==> src/design/opfl_pkg.sv <==
// Package of the object pool free list: beat types, operation and status codes, states.
// Depends on nothing.
package opfl_pkg;

	localparam int SLOTS_DEF = 128;
	localparam int SLOT_W = 7;

	localparam logic [1:0] OP_ALLOC = 2'd0;
	localparam logic [1:0] OP_FREE = 2'd1;
	localparam logic [1:0] OP_READ = 2'd2;

	localparam logic [1:0] ST_OK = 2'd0;
	localparam logic [1:0] ST_SCRATCH = 2'd1;
	localparam logic [1:0] ST_FATAL = 2'd2;
	localparam logic [1:0] ST_OWNER = 2'd3;

	typedef struct packed {
		logic [1:0] op;
		logic non_critical;
		logic [SLOT_W-1:0] slot;
	} req_t;

	typedef struct packed {
		logic [1:0] status;
		logic [SLOT_W-1:0] given_slot;
		logic [SLOT_W-1:0] next_slot;
		logic next_valid;
		logic [SLOT_W-1:0] prev_slot;
		logic prev_valid;
	} rsp_t;

	typedef enum logic [1:0] {
		S_CLEAR,
		S_IDLE,
		S_FETCH,
		S_LINK
	} fsm_t;

endpackage

==> src/design/opfl_mem.sv <==
// Link memory of the object pool: one write port and one read port, registered read data.
// Depends on nothing.
module opfl_mem #(
	parameter int DEPTH = 128,
	parameter int WIDTH = 8
) (
	input logic clk,
	input logic we,
	input logic [$clog2(DEPTH)-1:0] waddr,
	input logic [WIDTH-1:0] wdata,
	input logic [$clog2(DEPTH)-1:0] raddr,
	output logic [WIDTH-1:0] rdata
);

	logic [WIDTH-1:0] mem [DEPTH];

	always_ff @(posedge clk) begin
		if (we) begin
			mem[waddr] <= wdata;
		end
	end

	always_ff @(posedge clk) begin
		rdata <= mem[raddr];
	end

endmodule

==> src/design/opfl_outq.sv <==
// Two-entry result buffer of the object pool: output register plus one holding register.
// Depends on opfl_pkg for the result beat type.
module opfl_outq (
	input logic clk,
	input logic arst_n,
	input logic load,
	input opfl_pkg::rsp_t data,
	output logic full,
	output logic rsp_valid,
	input logic rsp_stall,
	output opfl_pkg::rsp_t rsp
);

	logic hold_v_q;
	opfl_pkg::rsp_t hold_q;
	logic out_free;

	assign out_free = !rsp_valid || !rsp_stall;
	assign full = hold_v_q;

	always_ff @(posedge clk or negedge arst_n) begin
		if (!arst_n) begin
			rsp_valid <= 1'b0;
			hold_v_q <= 1'b0;
		end else begin
			if (out_free) begin
				rsp_valid <= hold_v_q || load;
			end
			if (load && (hold_v_q || !out_free)) begin
				hold_v_q <= 1'b1;
			end else if (out_free) begin
				hold_v_q <= 1'b0;
			end
		end
	end

	always_ff @(posedge clk) begin
		if (out_free) begin
			if (hold_v_q) begin
				rsp <= hold_q;
			end else if (load) begin
				rsp <= data;
			end
		end
		if (load && (hold_v_q || !out_free)) begin
			hold_q <= data;
		end
	end

endmodule

==> src/design/object_pool_free_list_core.sv <==
// Object pool free list: allocate, free and link read over two link memories.
// Allocate and free load the result register from S_LINK, after reading the links in S_FETCH,
// a read from S_FETCH, and a request that touches no memory at the accepting edge; one request
// is in flight, so a new one is taken only back in S_IDLE with the result buffer not full, as
// set by the read-then-write memory sequence. After reset a clearing pass writes every slot,
// one per cycle, while req_stall is high.
module object_pool_free_list_core #(
	parameter int SLOTS = opfl_pkg::SLOTS_DEF
) (
	input logic clk,
	input logic arst_n,
	input logic req_valid,
	output logic req_stall,
	input opfl_pkg::req_t req,
	output logic rsp_valid,
	input logic rsp_stall,
	output opfl_pkg::rsp_t rsp
);

	localparam int IW = $clog2(SLOTS);
	localparam int LW = IW + 1;
	localparam int SW = opfl_pkg::SLOT_W;

	typedef struct packed {
		logic ok;
		logic [IW-1:0] idx;
	} link_t;

	opfl_pkg::fsm_t state_q, state_d;
	logic [IW-1:0] clr_q, clr_d;
	link_t free_head_q, free_head_d;
	link_t tail_q, tail_d;
	logic [1:0] op_q;
	logic [IW-1:0] slot_q;

	logic bl_we, fl_we;
	logic [IW-1:0] bl_waddr, fl_waddr, raddr;
	link_t bl_wdata, fl_wdata, bl_rdata, fl_rdata;

	logic accept, in_range, hold_full, res_load;
	logic [IW-1:0] slot_ix;
	logic [IW:0] clr_nxt;
	logic clr_ok;
	opfl_pkg::rsp_t res_d;

	assign req_stall = (state_q != opfl_pkg::S_IDLE) || hold_full;
	assign accept = req_valid && !req_stall;
	assign slot_ix = IW'(req.slot);
	assign in_range = 32'(req.slot) < SLOTS;
	assign raddr = (req.op == opfl_pkg::OP_ALLOC) ? free_head_q.idx : slot_ix;
	assign clr_nxt = {1'b0, clr_q} + LW'(1);
	assign clr_ok = (clr_q != '0) && (clr_nxt < LW'(SLOTS));

	opfl_mem #(.DEPTH(SLOTS), .WIDTH(LW)) u_back (
		.clk(clk),
		.we(bl_we),
		.waddr(bl_waddr),
		.wdata(bl_wdata),
		.raddr(raddr),
		.rdata(bl_rdata)
	);

	opfl_mem #(.DEPTH(SLOTS), .WIDTH(LW)) u_fwd (
		.clk(clk),
		.we(fl_we),
		.waddr(fl_waddr),
		.wdata(fl_wdata),
		.raddr(raddr),
		.rdata(fl_rdata)
	);

	opfl_outq u_outq (
		.clk(clk),
		.arst_n(arst_n),
		.load(res_load),
		.data(res_d),
		.full(hold_full),
		.rsp_valid(rsp_valid),
		.rsp_stall(rsp_stall),
		.rsp(rsp)
	);

	always_ff @(posedge clk or negedge arst_n) begin
		if (!arst_n) begin
			state_q <= opfl_pkg::S_CLEAR;
			clr_q <= '0;
			free_head_q <= '{ok: 1'b1, idx: IW'(1)};
			tail_q <= '{ok: 1'b1, idx: '0};
		end else begin
			state_q <= state_d;
			clr_q <= clr_d;
			free_head_q <= free_head_d;
			tail_q <= tail_d;
		end
	end

	always_ff @(posedge clk) begin
		if (accept) begin
			op_q <= req.op;
			slot_q <= raddr;
		end
	end

	always_comb begin
		state_d = state_q;
		clr_d = clr_q;
		free_head_d = free_head_q;
		tail_d = tail_q;
		bl_we = 1'b0;
		fl_we = 1'b0;
		bl_waddr = '0;
		fl_waddr = '0;
		bl_wdata = '0;
		fl_wdata = '0;
		res_load = 1'b0;
		res_d = '0;
		case (state_q)
			opfl_pkg::S_CLEAR: begin
				bl_we = 1'b1;
				fl_we = 1'b1;
				bl_waddr = clr_q;
				fl_waddr = clr_q;
				bl_wdata = '{ok: clr_ok, idx: clr_ok ? clr_nxt[IW-1:0] : '0};
				clr_d = clr_q + IW'(1);
				if (clr_q == IW'(SLOTS - 1)) begin
					state_d = opfl_pkg::S_IDLE;
				end
			end
			opfl_pkg::S_IDLE: begin
				if (accept) begin
					case (req.op)
						opfl_pkg::OP_ALLOC: begin
							if (!free_head_q.ok) begin
								res_load = 1'b1;
								res_d.status = req.non_critical ? opfl_pkg::ST_SCRATCH
									: opfl_pkg::ST_FATAL;
							end else begin
								state_d = opfl_pkg::S_FETCH;
							end
						end
						opfl_pkg::OP_FREE: begin
							if (req.slot == '0) begin
								res_load = 1'b1;
								res_d.status = opfl_pkg::ST_OWNER;
							end else if (in_range) begin
								state_d = opfl_pkg::S_FETCH;
							end else begin
								res_load = 1'b1;
							end
						end
						opfl_pkg::OP_READ: begin
							if (in_range) begin
								state_d = opfl_pkg::S_FETCH;
							end else begin
								res_load = 1'b1;
							end
						end
						default: begin
							res_load = 1'b1;
						end
					endcase
				end
			end
			opfl_pkg::S_FETCH: begin
				case (op_q)
					opfl_pkg::OP_ALLOC: begin
						free_head_d = bl_rdata;
						bl_we = 1'b1;
						bl_waddr = slot_q;
						bl_wdata = tail_q;
						fl_we = 1'b1;
						fl_waddr = slot_q;
						state_d = opfl_pkg::S_LINK;
					end
					opfl_pkg::OP_FREE: begin
						if (tail_q.ok && (tail_q.idx == slot_q)) begin
							tail_d = bl_rdata;
						end else if (fl_rdata.ok) begin
							bl_we = 1'b1;
							bl_waddr = fl_rdata.idx;
							bl_wdata = bl_rdata;
						end
						if (bl_rdata.ok) begin
							fl_we = 1'b1;
							fl_waddr = bl_rdata.idx;
							fl_wdata = fl_rdata;
						end
						state_d = opfl_pkg::S_LINK;
					end
					default: begin
						res_load = 1'b1;
						res_d.next_slot = SW'(fl_rdata.idx);
						res_d.next_valid = fl_rdata.ok;
						res_d.prev_slot = SW'(bl_rdata.idx);
						res_d.prev_valid = bl_rdata.ok;
						state_d = opfl_pkg::S_IDLE;
					end
				endcase
			end
			opfl_pkg::S_LINK: begin
				res_load = 1'b1;
				state_d = opfl_pkg::S_IDLE;
				if (op_q == opfl_pkg::OP_ALLOC) begin
					if (tail_q.ok) begin
						fl_we = 1'b1;
						fl_waddr = tail_q.idx;
						fl_wdata = '{ok: 1'b1, idx: slot_q};
					end
					tail_d = '{ok: 1'b1, idx: slot_q};
					res_d.given_slot = SW'(slot_q);
				end else begin
					bl_we = 1'b1;
					bl_waddr = slot_q;
					bl_wdata = free_head_q;
					free_head_d = '{ok: 1'b1, idx: slot_q};
				end
			end
			default: begin
				state_d = opfl_pkg::S_IDLE;
			end
		endcase
	end

endmodule

==> config.mk <==
export PLATFORM = sky130hd
export DESIGN_NAME = object_pool_free_list_core
export DESIGN_NICKNAME = d
export VERILOG_FILES = /design/src/design/opfl_pkg.sv /design/src/design/opfl_mem.sv /design/src/design/opfl_outq.sv /design/src/design/object_pool_free_list_core.sv
export SDC_FILE = /design/constraint.sdc
export NUM_CORES = 2
export LEC_CHECK = 0
export ABC_AREA = 1
export BUFFER_PORTS_ARGS = -buffer_cell sky130_fd_sc_hd__buf_2
export CORE_ASPECT_RATIO = 2
export CORE_MARGIN = 4
export CORE_UTILIZATION = 55
export CTS_BUF_LIST = sky130_fd_sc_hd__clkbuf_16
export DETAILED_ROUTE_END_ITERATION = 10
export PLACE_DENSITY_LB_ADDON = 0.12
export SLEW_MARGIN = 20
export SYNTH_ARGS = -nofsm -noshare
export SYNTH_HDL_FRONTEND = slang
export SYNTH_SLANG_ARGS = --single-unit
export TNS_END_PERCENT = 20
==> constraint.sdc <==
create_clock -name clk -period 9.4 [get_ports clk]
set_input_delay 0.94 -clock clk [delete_from_list [all_inputs] [get_ports clk]]
set_output_delay 0.94 -clock clk [all_outputs]
set_load 0.05 [all_outputs]
==> results by group <==
STA
  – Minimum clock period: 4.851 ns
  – Final Setup Violations: 0
  – Pin slew with the least headroom to its limit: 1.163 ns
  – Fin Clk Skew: 0.04354 ns
  – Tcrit/Tclk final: 51.61%
  – Setup ws final: 4.549 ns
  – Final Hold Fails: 0
  – Max_slew headroom: 22.27%
  – RSZ-0062 raised after global routing: no
  – Fmax: 0.2061 GHz
  – Slew Viols, Final: 0
  – Final setup TNS: 0 ns

Cells and area
  – Layout Area Growth over Synthesis: 8.443%
  – Non-Filler Instances: 9660
  – Final net count: 7453
  – Most frequent cells in the layout: 2200 x nand2_1, 2165 x nand3_1, 2107 x edfxtp_1, 322 x nor2_1, 186 x clkbuf_16
  – Fillers: 12710
  – Share of cells above drive strength 1: 5.975%
  – Post-layout util: 60.12%
  – Commonest non-fill, non-tap cell in the layout: nand2_1

Critical path
  – CP startpoint kind: register
  – CP max FO: 14
  – CP Class: reg2reg
  – CP max-delay cell: nor3_2
  – Crit path DAT: 5.27 ns
  – Worst setup path startpoint: op_q[1]$_DFFE_PP_
  – Worst r2r path cells: 9
  – Critical path depth in cells: 9
  – Reg-to-reg startpoint: op_q[1]$_DFFE_PP_
  – Cell Chain, Critical Path: nor2_2 -> nand2_2 -> nor2_1 -> inv_2 -> o211ai_1 -> nand2_1 -> nor3_2 -> nand2_1 -> nor2_1
  – Largest stage delay on the critical path: 0.80 ns
  – R2R Setup Slk: 4.55 ns
  – Critical path capture point type: register
  – Reg2Reg Capture Point: u_fwd.mem[42][7]$_DFFE_PP_
  – CP delay by family, top: simple AND/OR/NAND/NOR gates
  – Worst Setup EP: u_fwd.mem[42][7]$_DFFE_PP_
  – Worst path bufs/invs: 1
  – Data required, critical path: 9.82 ns

Placement
  – Port bufs: 40
  – Placer congestion estimate: 0.9202
  – Pre-CTS WS: 4.415 ns
  – Detail Placement HPWL: 151300 µm
  – Placed Cells: 9333

Clocking
  – # Post-CTS Setup Buffers: 0
  – Num CTS Buffers: 184
  – Post-CTS Hold Fix Bufs: 0
  – CTS tree: yes
  – CTS root buffer: clkbuf_16
  – Clk buf depth: 4
  – Clock transition at path regs: 0.07 ns
  – Post_cts resized: 0
  – CTS sink count: 2150
  – Clk_lat worst skew: 0.82 ns
  – H-tree depth: 4

Floorplan
  – Die H: 575.1 µm
  – Die ar.: 167700 µm²
  – Ports: 41
  – Initial cell density of the core: 55.44%
  – Die X: 291.6 µm
  – Number of core rows: 207
  – Core area: 159500 µm²

GRT
  – Met3 Use GR: 3.269%
  – Vias in the first global route: 57710
  – Grt ovf: 0
  – GR peak layer: met2
  – Total track usage: 29.52%
  – Grt met2 use: 53.07%
  – Largest net degree at the start of global routing: 237
  – M1 GR Usage: 32.71%
  – Initial antenna violation count: 2
  – First-pass GRT wire length: 369400 µm

Logic synthesis
  – Syn Nets: 7611
  – Post-synth EDFFs: 2107
  – Fraction of registers with async set/reset: 1.256%
  – Area contributors post-synth: edfxtp_1 72%, nand3_1 12%, nand2_1 9.3%
  – Yosys top cell by area: edfxtp_1
  – Yosys warns: 0
  – Avg Inst Size Synth: 11.65 µm²
  – Main synth FF type: edfxtp_1
  – Yosys reg bits: 2150
  – Synth Instances: 7589
  – Yosys top cell area share: 71.54%
  – Sequential area share after synthesis: 72.67%
  – Mapped Area: 88440 µm²
  – Post-synthesis cell type count: 41

Detailed routing
  – Vias per cell: 6.038
  – DRC viols: 0
  – Drt wl/cell: 26.18 µm
  – Drt first pass iters: 8
  – WL final: 252900 µm
  – Via count: 58330
  – Initial DRC count: 5610
  – DRT antenna net count: 0

Run
  – Maxcap violations: 0

Status
  – Run status: finished, final reports clean

Power
  – VDD IR-drop max: 0.1553 mV
  – Leak: 0.03201 µW
  – Power Dens Cells: 200.9 nW/µm²

Hold path
  – Min-delay worst type: in2async
## cell families after synthesis
group / Yosys count / share of synthesized area, %
AO/OA/AOI/OAI: 110 / 0.6734
XOR/XNOR: 3 / 0.02971
adder cells (fa/ha/maj): 8 / 0.1132
buffers and inverters: 583 / 3.177
flip-flops: 2150 / 72.67
AND/OR/NAND/NOR: 4735 / 23.34
## through the flow
stage	power (µW)	hold slack [ns]	instance area, µm²
finish	19270	0.1655	95910
global route	19820	0.1982	95900
CTS	19330	0.1399	95840
detailed placement	12040	0.4767	90100
global placement	12030	0.4697	90100
floorplan	11520	0.4530	88440
## state kept, by name, summed over array words and instances, names as in the netlist, 8 cells and up
| register | count |
|---|---|
| u_back.rdata | 8 |
| tail_q | 8 |
| u_back.mem | 1024 |
| u_outq.hold_q | 25 |
| u_outq.rsp | 25 |
| u_fwd.mem | 1024 |
| free_head_q | 8 |
| u_fwd.rdata | 8 |
## worst reg2reg max path: stages (launching register included)
cell	delay [ns]
edfxtp_1	0.47
nor2_2	0.56
nand2_2	0.42
nor2_1	0.35
inv_2	0.16
o211ai_1	0.26
nand2_1	0.15
nor3_2	0.80
nand2_1	0.53
nor2_1	0.74
## how the worst min path moves through the flow
stage,startpoint,to,slack [ns],depth (start not counted)
2_1_floorplan,free_head_q[6]$_DFFE_PN0P_,free_head_q[6]$_DFFE_PN0P_,0.45,2
3_3_place_gp,free_head_q[6]$_DFFE_PN0P_,free_head_q[6]$_DFFE_PN0P_,0.47,2
3_5_place_dp,free_head_q[6]$_DFFE_PN0P_,free_head_q[6]$_DFFE_PN0P_,0.48,2
4_1_cts,arst_n,tail_q[2]$_DFFE_PN0P_,0.14,1
5_1_grt,arst_n,tail_q[2]$_DFFE_PN0P_,0.20,1
6_report,arst_n,tail_q[2]$_DFFE_PN0P_,0.17,1
## power breakdown
part	switching (µW)	internal [µW]
clock network	3320	4100
registers	43.5	10400
logic	1060	377
## Yosys cell counts, drive strengths merged, types with 3 or more instances
library cell     n
ha               8
nand2         2213
nand4            6
edfxtp        2107
clkinv           3
buf            399
dfrtp           24
nor2           331
nor3             7
dfstp            3
a31oi            6
o21ai           71
nand3         2171
o211ai           3
o22ai            5
a21oi           22
inv             89
clkbuf          92
dfxtp           16
or2              4
## layout make-up
| class | instances | area [µm²] | area share (%) |
|---|---|---|---|
| multi-input cells | 4856 | 21670 | 22.60 |
| well taps | 2090 | 2615 | 2.727 |
| clock inverters | 134 | 1079 | 1.125 |
| inverters | 92 | 355.3 | 0.3705 |
| repair buffers | 147 | 1251 | 1.305 |
| diodes | 5 | 12.51 | 0.01305 |
| flip-flops and latches | 2150 | 64270 | 67.01 |
| clock buffers | 186 | 4654 | 4.853 |
## routing by layer
layer	vias up	wire length, µm
met3	730	14660
met2	2443	131800
met1	28600	85150
li1	26550	-
met5	-	0
met4	0	21290
No activity file was read; power rests on OpenSTA's default activity.
